$ cat config.mk
export PLATFORM = sky130hd
export DESIGN_NAME = fifo_handoff_mutex
export DESIGN_NICKNAME = d
export VERILOG_FILES = /design/src/design/fmx_pkg.sv /design/src/design/fmx_wait_mem.sv /design/src/design/fifo_handoff_mutex.sv
export SDC_FILE = /design/constraint.sdc
export NUM_CORES = 1
export LEC_CHECK = 0
export ABC_AREA = 1
export BUFFER_PORTS_ARGS = -buffer_cell sky130_fd_sc_hd__buf_4
export CORE_ASPECT_RATIO = 1.5
export CORE_MARGIN = 2
export CORE_UTILIZATION = 35
export CTS_BUF_LIST = sky130_fd_sc_hd__clkbuf_8
export DETAILED_ROUTE_END_ITERATION = 8
export PLACE_DENSITY = 0.5
export SLEW_MARGIN = 5
export SYNTH_ARGS = -nofsm -noshare
export SYNTH_HDL_FRONTEND = slang
export SYNTH_SLANG_ARGS = --single-unit
$ cat constraint.sdc
create_clock -name clk -period 2.3 [get_ports clk]
set_clock_uncertainty 0.05 [all_clocks]
set_input_delay 0.23 -clock clk [delete_from_list [all_inputs] [get_ports clk]]
set_output_delay 0.23 -clock clk [all_outputs]
set_load 0.1 [all_outputs]
$ cat src/design/fmx_pkg.sv
// Shared types and constants for the FIFO handoff mutex.
// Request and response beat structs, status codes, waiter store sizes.
// No dependencies.
package fmx_pkg;

  localparam int MAX_THREADS = 16;
  localparam int ID_W        = 4;
  localparam int FIFO_DEPTH  = 16;
  localparam int ADDR_W      = $clog2(FIFO_DEPTH);
  localparam int CNT_W       = 4;

  typedef enum logic {
    KIND_LOCK   = 1'b0,
    KIND_UNLOCK = 1'b1
  } kind_t;

  typedef enum logic [2:0] {
    STAT_GRANTED         = 3'd0,
    STAT_QUEUED          = 3'd1,
    STAT_ALREADY_OWNER   = 3'd2,
    STAT_ALREADY_WAITING = 3'd3,
    STAT_NOT_OWNER       = 3'd4,
    STAT_FREED           = 3'd5,
    STAT_HANDED_OVER     = 3'd6
  } status_t;

  typedef struct packed {
    kind_t            kind;
    logic [ID_W-1:0]  thread_id;
  } req_t;

  typedef struct packed {
    status_t          status;
    logic             owner_valid;
    logic [ID_W-1:0]  owner_id;
    logic [CNT_W-1:0] waiting_count;
  } rsp_t;

  typedef struct packed {
    logic              en;
    logic [ADDR_W-1:0] addr;
    logic [ID_W-1:0]   data;
  } mem_wr_t;

  typedef struct packed {
    logic              en;
    logic [ADDR_W-1:0] addr;
  } mem_rd_t;

endpackage

$ cat src/design/fmx_wait_mem.sv
// Waiter FIFO storage: one write port, one read port, registered read data.
// Depends on fmx_pkg for widths and port structs.
module fmx_wait_mem import fmx_pkg::*; (
  input  logic            clk,
  input  mem_wr_t         wr,
  input  mem_rd_t         rd,
  output logic [ID_W-1:0] rd_data
);

  logic [ID_W-1:0] mem [FIFO_DEPTH];

  always_ff @(posedge clk) begin
    if (wr.en) begin
      mem[wr.addr] <= wr.data;
    end
  end

  always_ff @(posedge clk) begin
    if (rd.en) begin
      rd_data <= mem[rd.addr];
    end
  end

endmodule

$ cat src/design/fifo_handoff_mutex.sv
// Channel | dir | handshake          | payload
// in      | in  | in_valid/in_stall  | in_req  (kind, thread_id)
// out     | out | out_valid/out_stall| out_rsp (status, owner_valid, owner_id, waiting_count)
//
// Requests are taken one at a time; an unlock that hands over to a waiter also
// passes through S_POP for the registered read of the waiter memory head, while in_stall holds off new requests.
// A result register sits on the output, so a new beat is taken while the
// last result waits, unless that result is stalled.
// Reset (rst_n low, synchronous) frees the mutex and empties the waiter queue.
// Depends on fmx_pkg and fmx_wait_mem.
module fifo_handoff_mutex import fmx_pkg::*; (
  input  logic clk,
  input  logic rst_n,
  input  logic in_valid,
  output logic in_stall,
  input  req_t in_req,
  output logic out_valid,
  input  logic out_stall,
  output rsp_t out_rsp
);

  typedef enum logic {
    S_IDLE,
    S_POP
  } state_t;

  state_t state_r, state_nxt;

  logic                   locked_r, locked_nxt;
  logic [ID_W-1:0]        owner_r, owner_nxt;
  logic [ADDR_W-1:0]      rd_ptr_r, rd_ptr_nxt;
  logic [ADDR_W-1:0]      wr_ptr_r, wr_ptr_nxt;
  logic [CNT_W-1:0]       count_r, count_nxt;
  logic [MAX_THREADS-1:0] mask_r, mask_nxt;
  logic                   out_valid_r, out_valid_nxt;
  rsp_t                   out_rsp_r, out_rsp_nxt;

  mem_wr_t         mem_wr;
  mem_rd_t         mem_rd;
  logic [ID_W-1:0] head_id;

  logic accept;
  logic in_range;
  logic out_free;

  fmx_wait_mem u_wait_mem (
    .clk     (clk),
    .wr      (mem_wr),
    .rd      (mem_rd),
    .rd_data (head_id)
  );

  assign out_free = !out_valid_r || !out_stall;
  assign in_stall = (state_r != S_IDLE) || !out_free;
  assign accept   = in_valid && !in_stall;
  assign in_range = int'(in_req.thread_id) < MAX_THREADS;

  always_comb begin
    state_nxt     = state_r;
    locked_nxt    = locked_r;
    owner_nxt     = owner_r;
    rd_ptr_nxt    = rd_ptr_r;
    wr_ptr_nxt    = wr_ptr_r;
    count_nxt     = count_r;
    mask_nxt      = mask_r;
    out_valid_nxt = out_valid_r && out_stall;
    out_rsp_nxt   = out_rsp_r;
    mem_wr.en     = 1'b0;
    mem_wr.addr   = wr_ptr_r;
    mem_wr.data   = in_req.thread_id;
    mem_rd.en     = 1'b0;
    mem_rd.addr   = rd_ptr_r;

    case (state_r)
      S_IDLE: begin
        if (accept) begin
          out_valid_nxt      = 1'b1;
          out_rsp_nxt.status = STAT_NOT_OWNER;
          if (!in_range) begin
            out_rsp_nxt.status = STAT_NOT_OWNER;
          end else if (in_req.kind == KIND_LOCK) begin
            if (!locked_r) begin
              locked_nxt         = 1'b1;
              owner_nxt          = in_req.thread_id;
              out_rsp_nxt.status = STAT_GRANTED;
            end else if (owner_r == in_req.thread_id) begin
              out_rsp_nxt.status = STAT_ALREADY_OWNER;
            end else if (mask_r[in_req.thread_id]) begin
              out_rsp_nxt.status = STAT_ALREADY_WAITING;
            end else begin
              mem_wr.en                    = 1'b1;
              wr_ptr_nxt                   = wr_ptr_r + 1'b1;
              count_nxt                    = count_r + 1'b1;
              mask_nxt[in_req.thread_id]   = 1'b1;
              out_rsp_nxt.status           = STAT_QUEUED;
            end
          end else begin
            if (!locked_r || owner_r != in_req.thread_id) begin
              out_rsp_nxt.status = STAT_NOT_OWNER;
            end else if (count_r == '0) begin
              locked_nxt         = 1'b0;
              owner_nxt          = '0;
              out_rsp_nxt.status = STAT_FREED;
            end else begin
              // head of queue comes back next cycle; result waits for it
              mem_rd.en     = 1'b1;
              out_valid_nxt = 1'b0;
              state_nxt     = S_POP;
            end
          end
          out_rsp_nxt.owner_valid   = locked_nxt;
          out_rsp_nxt.owner_id      = owner_nxt;
          out_rsp_nxt.waiting_count = count_nxt;
        end
      end
      S_POP: begin
        // output register is empty here: it was free when the unlock beat came in
        rd_ptr_nxt                = rd_ptr_r + 1'b1;
        count_nxt                 = count_r - 1'b1;
        mask_nxt[head_id]         = 1'b0;
        owner_nxt                 = head_id;
        out_valid_nxt             = 1'b1;
        out_rsp_nxt.status        = STAT_HANDED_OVER;
        out_rsp_nxt.owner_valid   = 1'b1;
        out_rsp_nxt.owner_id      = head_id;
        out_rsp_nxt.waiting_count = count_r - 1'b1;
        state_nxt                 = S_IDLE;
      end
      default: begin
        state_nxt = S_IDLE;
      end
    endcase
  end

  always_ff @(posedge clk) begin
    if (!rst_n) begin
      state_r     <= S_IDLE;
      locked_r    <= 1'b0;
      owner_r     <= '0;
      rd_ptr_r    <= '0;
      wr_ptr_r    <= '0;
      count_r     <= '0;
      mask_r      <= '0;
      out_valid_r <= 1'b0;
    end else begin
      state_r     <= state_nxt;
      locked_r    <= locked_nxt;
      owner_r     <= owner_nxt;
      rd_ptr_r    <= rd_ptr_nxt;
      wr_ptr_r    <= wr_ptr_nxt;
      count_r     <= count_nxt;
      mask_r      <= mask_nxt;
      out_valid_r <= out_valid_nxt;
    end
    out_rsp_r <= out_rsp_nxt;
  end

  assign out_valid = out_valid_r;
  assign out_rsp   = out_rsp_r;

endmodule

==> results.md, run 1 <==
- Peak supply drop: 0.3082 mV
- First-pass GRT wire length: 21,820 µm
- Reg2reg setup slack: 0.24 ns
- Dpl ws: 0.06906 ns
- Static leakage: 0.002338 µW
- Fin nets: 605
- Die outline height: 153.8 µm
- Core Region: 14,590 µm²
- Crit-path slowest cell: dfxtp_1
- Hold_ws: 0.03709 ns
- Routed len/inst: 17.13 µm
- Num CTS Buffers: 17
- Critical R2R Capture: u_wait_mem.mem[13][3]
- Worst hold path depth: 1
- Ordered cell list for the critical path: xor2_1 > nor2_1 > nand2_1 > inv_1 > nor2_2 > nand3_2 > clkinv_2 > nand2_1 > nor2_1
- EDFF count, synth: 80
- Cts repair resizes: 0
- Synth Area in XOR/XNOR: 1.003%
- FF+latch area: 3103 µm²
- Pwr/cell area: 766.5 nW/µm²
- H-tree levels: 4
- Clk slew on worst S/H paths: 0.07 ns
- Post-layout instance area: 6151 µm²
- Worst slew pin tran: 0.6916 ns
- Vias in the first global route: 3,912
- Setup violators final: 0
- Largest net degree at the start of global routing: 37
- Buf+Inv Stages, Crit Path: 2
- Max-slew violations: 0
- DRC viols: 0
- DRT Pass-1 Iters: 4
- Status: finished, final reports clean
- Final period util: 89.49%
- Root buffer cell: clkbuf_8
- Post-Syn Area: 5239 µm²
- Die W: 103.9 µm
- Post-synthesis mux area share: 2.293%
- Final setup margin: 0.2418 ns
- Syn. warnings: 0
- Async set-reset flop share out of synthesis: 0%
- Area post-placement: 5717 µm²
- Yosys reg bits: 115
- R2R cell count: 9
- Largest delay contributor family on the critical path: simple AND/OR/NAND/NOR gates
- Port bufs: 22
- Synth Net Count: 562
- Layout area overhead: 17.41%
- Die ar.: 15,980 µm²
- Io pins: 23
- Worst path depth: 9
- Placer congestion estimate: 0.9231
- Most used DFF post-synth: edfxtp_1
- Area of the multi-input gates: 1803 µm²
- Antenna violations before repair: 0
- Setup crit start kind: flip-flop
- DRT iter0 DRCs: 172
- Synth Area in Compound Gates: 11.56%
- Crit. End Element: flip-flop
- Clock buffer depth: 2
- Fillers: 1,477
- Post-synthesis sequential area ratio: 59.23%
- CTS tree: built
- Adder-cell area share of the yosys netlist: 1.672%
- Most frequent cells in the layout: nand2_1 (88), edfxtp_1 (80), nor2_1 (73), inv_1 (54), o21ai_0 (47)
- Via density: 4.999
- Netlist cell types: 33
- Initial core utilization: 35.90%
- Global Route Usage Sum: 17.93%
- Critical Path Sink: u_wait_mem.mem[13][3]
- Hpwl dp: 9740 µm
- Final Hold Fails: 0
- Rel. slew slack: 53.84%
- ANT cells: 0
- Clock sinks: 115
- Max-cap violations: 0
- Max Fclk: 0.4859 GHz
- RSZ-0062 raised after global routing: false
- Post-Syn Instances: 546
- DRT antenna net count: 0
- Worst R2R Start: owner_r[3]
- Clk Latency, worst-skew pair: 0.43 ns
- Global route overflow: 0
- Critical Path RT: 2.33 ns
- Most common cell after layout, fill and taps aside: nand2_1
- Worst min path class: in -> reg
- CP max stage delay: 0.40 ns
- Row cnt: 54
- Min Clock Period, post-route: 2.058 ns
- Detailed-route via count: 3,989
- Worst EP arrival: 2.09 ns
- Share of cells above drive strength 1: 14.45%
- Crit path from: owner_r[3]
- Synthesized area per cell: 9.595 µm²
- Setup TNS: 0 ns
- Worst Path Max Fanout: 5
- Final wirelength: 13,670 µm
- Largest family of logic cells by synthesized area: simple AND/OR/NAND/NOR gates
- Simple-gate share of the synthesized area: 17.89%
- Crit Path Class: reg -> reg
[Yosys cell counts (5+ instances only)]
| master | number | area [µm²] |
|---|---|---|
| clkbuf_1 | 16 | 60.06 |
| xor2_1 | 6 | 52.55 |
| nor3_1 | 7 | 35.03 |
| nor2_1 | 73 | 274.0 |
| o21ai_0 | 47 | 235.2 |
| a21oi_1 | 29 | 145.1 |
| ha_1 | 7 | 87.58 |
| dfxtp_1 | 35 | 700.7 |
| a31oi_1 | 5 | 31.28 |
| o221ai_1 | 12 | 105.1 |
| nand3_1 | 43 | 215.2 |
| edfxtp_1 | 80 | 2402 |
| mux2i_1 | 12 | 120.1 |
| nand2_1 | 88 | 330.3 |
| inv_1 | 54 | 202.7 |
[sequential cells by signal, summed over array words and instances (netlist names)]
signal              flops
u_wait_mem.mem         64
mask_r                 16
out_rsp                12
count_r                 4
owner_r                 4
rd_ptr_r                4
u_wait_mem.rd_data      4
wr_ptr_r                4
locked_r                1
out_valid               1
state_r                 1
[cell families (layout without fill, tap and decap cells)]
kind of cell	Yosys count	count (layout)
AOI/OAI and AO/OA	105	105
xor gates and xnor gates	6	6
adders and majority gates	7	7
buffers and inverters	79	135
DFF	115	115
muxes	12	12
and+or+nand+nor	222	222
[routing by layer]
| layer | part of all wire [%] | vias to the layer above | track usage [%] |
|---|---|---|---|
| met1 | 40 | 1917 | 19.60 |
| met4 | 1.5 | 0 | 5.920 |
| met5 | 0 | - | 0 |
| li1 | - | 1964 | - |
| met2 | 56 | 95 | 33.99 |
| met3 | 3.1 | 13 | 3.942 |
[per-stage QoR]
stage	util, %	cells	power, µW
after floorplan	-	546	2612
final	42.15	798	4715
after global routing	42.15	798	4901
after global placement	39.17	765	2749
after CTS	42.15	798	4776
after detailed placement	39.17	765	2749
[power by group]
group	internal [µW]	leakage, µW	switching, µW
clock network	1170	0.000202	845
registers	2250	0.00101	22.5
logic	107	0.00112	319
total	3530	0.00234	1190
[worst min path at each step]
stage | start | to | slack, ns
after detailed placement | mask_r[1] | mask_r[1] | 0.40
final | in_req[3] | u_wait_mem.mem[10][3] | 0.04
after global placement | mask_r[15] | mask_r[15] | 0.39
after global routing | in_req[3] | u_wait_mem.mem[10][3] | 0.005
after floorplan | in_req[0] | u_wait_mem.mem[0][0] | 0.28
after CTS | in_req[3] | u_wait_mem.mem[10][3] | 0.01
[area by class of cell]
type | count | area share [%]
Sequential cell | 115 | 50.45
Multi-Input combinational cell | 352 | 29.31
Timing Repair Buffer | 46 | 5.858
Tap cell | 196 | 3.987
Clock buffer | 17 | 3.804
Inverter | 57 | 3.499
Clock inverter | 15 | 3.092
[repair_timing]
action	CTS	global route
buffers inserted	0	0
hold buffers	1	0
hold endpoints to repair	1	0
No activity file was read; power rests on OpenSTA's default activity.
==> run 2: changes to the inputs <==
CORE_UTILIZATION = 45   (was 35)
PLACE_DENSITY = 0.61   (was 0.5)
==> run 2 against run 1 <==
Against the previous run: final area decreased by 1.6%; register-to-register slack got worse by 0.11 ns; hold slack improved by 0.062 ns; combinational power decreased by 4%; sequential share of layout area increased by 0.81 points; utilization increased by 11 points; first-iteration DRC count increased by 48%; count of clock-buffer cells in the layout unchanged; critical path type unchanged; largest power group unchanged.
==> results.md, run 2 (synthesis gave the netlist of run 1 again) <==
- Switching portion of total power: 25.41% (was 25.17%)
- Io pins: 23 (unchanged)
- Port bufs: 22 (unchanged)
- Final Hold Fails: 0 (unchanged)
- Fillers: 1,029 (was 1,477)
- ANT cells: 0 (unchanged)
- Max-slew violations: 0 (unchanged)
- Core Region: 11,410 µm² (was 14,590 µm²)
- DRC viols: 0 (unchanged)
- Crit. End Element: flip-flop (unchanged)
- Top reg by flops: u_wait_mem.mem (unchanged)
- Crit Path Class: reg -> reg (unchanged)
- Max-cap violations: 0 (unchanged)
- Most common cell after layout, fill and taps aside: nand2_1 (unchanged)
- Largest net degree at the start of global routing: 36 (was 37)
- Die ar.: 12,540 µm² (was 15,980 µm²)
- Placer congestion estimate: 0.8730 (was 0.9231)
- Crit path from: owner_r[1] (was owner_r[3])
- Reg2reg setup slack: 0.13 ns (was 0.24 ns)
- CTS tree: built (unchanged)
- Die W: 92.10 µm (was 103.9 µm)
- Crit-path slowest cell: dfxtp_1 (unchanged)
- Root buffer cell: clkbuf_8 (unchanged)
- Clock group share of total power: 43.4% (was 42.7%)
- Layout area overhead: 15.55% (was 17.41%)
- Clock sinks: 115 (unchanged)
- Final period util: 94.18% (was 89.49%)
- Row cnt: 48 (was 54)
- Largest delay contributor family on the critical path: simple AND/OR/NAND/NOR gates (unchanged)
- Worst R2R Start: owner_r[1] (was owner_r[3])
- Setup crit start kind: flip-flop (unchanged)
- CP max stage delay: 0.42 ns (was 0.40 ns)
- Setup violators final: 0 (unchanged)
- Die outline height: 136.1 µm (was 153.8 µm)
- Worst slew pin tran: 0.6309 ns (was 0.6916 ns)
- DRT Pass-1 Iters: 5 (was 4)
- Rel. slew slack: 57.89% (was 53.84%)
- Max reg flops: 64 (unchanged)
- Setup TNS: 0 ns (unchanged)
- Part of the power in registers: 47.9% (was 48.3%)
- DRT antenna net count: 0 (unchanged)
- RSZ-0062 raised after global routing: true (was false)
- Worst Path Max Fanout: 6 (was 5)
- Via density: 5.324 (was 4.999)
- Status: finished, final reports clean (unchanged)
- Detailed-route via count: 3,961 (was 3,989)
- Buf+Inv Stages, Crit Path: 2 (unchanged)
- Internal power: 3539 µW (was 3528 µW)
- Clk slew on worst S/H paths: 0.07 ns (about the same)
- Most frequent cells in the layout: nand2_1 (88), edfxtp_1 (80), nor2_1 (66), inv_1 (54), o21ai_0 (47) (was nand2_1 (88), edfxtp_1 (80), nor2_1 (73), inv_1 (54), o21ai_0 (47))
- Pwr/cell area: 783.8 nW/µm² (was 766.5 nW/µm²)
- Antenna violations before repair: 0 (unchanged)
- Switch Pwr: 1206 µW (was 1187 µW)
- R2R cell count: 9 (unchanged)
- Worst min path class: in -> reg (unchanged)
- Peak supply drop: 0.5179 mV (was 0.3082 mV)
- Worst path depth: 9 (unchanged)
- Max Fclk: 0.4617 GHz (was 0.4859 GHz)
- Critical Path RT: 2.35 ns (was 2.33 ns)
- Min Clock Period, post-route: 2.166 ns (was 2.058 ns)
- Num CTS Buffers: 17 (unchanged)
- Fin nets: 597 (was 605)
- Area post-placement: 5587 µm² (was 5717 µm²)
- Routed len/inst: 16.73 µm (was 17.13 µm)
- Share of cells above drive strength 1: 14.81% (was 14.45%)
- Global Route Usage Sum: 21.41% (was 17.93%)
- DRT iter0 DRCs: 255 (was 172)
- Vias in the first global route: 3,863 (was 3,912)
- First-pass GRT wire length: 20,220 µm (was 21,820 µm)
- Clk Latency, worst-skew pair: 0.43 ns (about the same)
- Hold_ws: 0.09891 ns (was 0.03709 ns)
- Hpwl dp: 8682 µm (was 9740 µm)
- Worst EP arrival: 2.21 ns (was 2.09 ns)
- Global route overflow: 0 (unchanged)
- Post-layout instance area: 6053 µm² (was 6151 µm²)
- Final wirelength: 12,450 µm (was 13,670 µm)
- Clock buffer depth: 2 (unchanged)
- Critical Path Sink: u_wait_mem.mem[13][1] (was u_wait_mem.mem[13][3])
- Initial core utilization: 45.91% (was 35.90%)
- Ordered cell list for the critical path: xor2_1 > nor2_1 > nand2_1 > inv_1 > nor2_2 > nand3_2 > clkinv_2 > nand2_1 > nor2_1 (unchanged)
- Static leakage: 0.002303 µW (was 0.002338 µW)
- Comb pwr share: 8.6% (was 9.0%)
- H-tree levels: 4 (unchanged)
- Critical R2R Capture: u_wait_mem.mem[13][1] (was u_wait_mem.mem[13][3])
## run 2: layout make-up
type | instances | area [µm²] | area share (%)
Clock buffer | 17 | 234.0 | 3.865
Timing Repair Buffer | 38 | 287.8 | 4.754
Tap cell | 150 | 187.7 | 3.100
Multi-Input combinational cell | 352 | 1821 | 30.07
Clock inverter | 15 | 205.2 | 3.390
Sequential cell | 115 | 3103 | 51.26
Inverter | 57 | 215.2 | 3.555
## run 2: per-layer routing
layer / global-route usage [%] / wire (µm)
met5: 0 / 0
met4: 7.297 / 169
met3: 5.543 / 500
met2: 36.27 / 6360
met1: 26.69 / 5413
## run 2: worst register-to-register path: stages (launching register included)
cell	delay, ns
dfxtp_1	0.42
xor2_1	0.16
nor2_1	0.06
nand2_1	0.10
inv_1	0.07
nor2_2	0.23
nand3_2	0.13
clkinv_2	0.09
nand2_1	0.18
nor2_1	0.35
## run 2: power by group through the flow
stage / logic, µW / registers (µW) / clock network, µW
4_1_cts: 409 / 2270 / 2100
6_report: 408 / 2270 / 2060
3_5_place_dp: 407 / 2320 / 0
2_1_floorplan: 158 / 2450 / 0
3_3_place_gp: 407 / 2320 / 0
5_1_grt: 443 / 2280 / 2190
## run 2: through the flow
step	utilization, %	cells	power, µW	setup WS, ns
global route	53.05	744	4907	-0.04404
detailed placement	48.96	711	2728	0.1265
global placement	48.96	711	2726	0.2059
floorplan	-	546	2612	0.04670
finish	53.05	744	4744	0.1339
CTS	52.89	744	4781	0.1531
## run 2: timing repair
action,in CTS,in global routing
gates resized for setup,0,7
endpoints found under the hold margin,1,0
hold buffers,1,0
endpoints found under the setup margin,0,30
buffers inserted,0,0
## run 2: how the worst min path moves through the flow
stage          startpoint                    to  slack, ns  cells after the start
2_1_floorplan   in_req[0]  u_wait_mem.mem[0][0]       0.28                      0
3_3_place_gp   mask_r[15]            mask_r[15]       0.40                      2
3_5_place_dp   mask_r[10]            mask_r[10]       0.39                      2
4_1_cts         out_stall             out_valid       0.07                      5
5_1_grt             rst_n           wr_ptr_r[3]       0.09                      3
6_report        out_stall             out_valid        0.1                      5
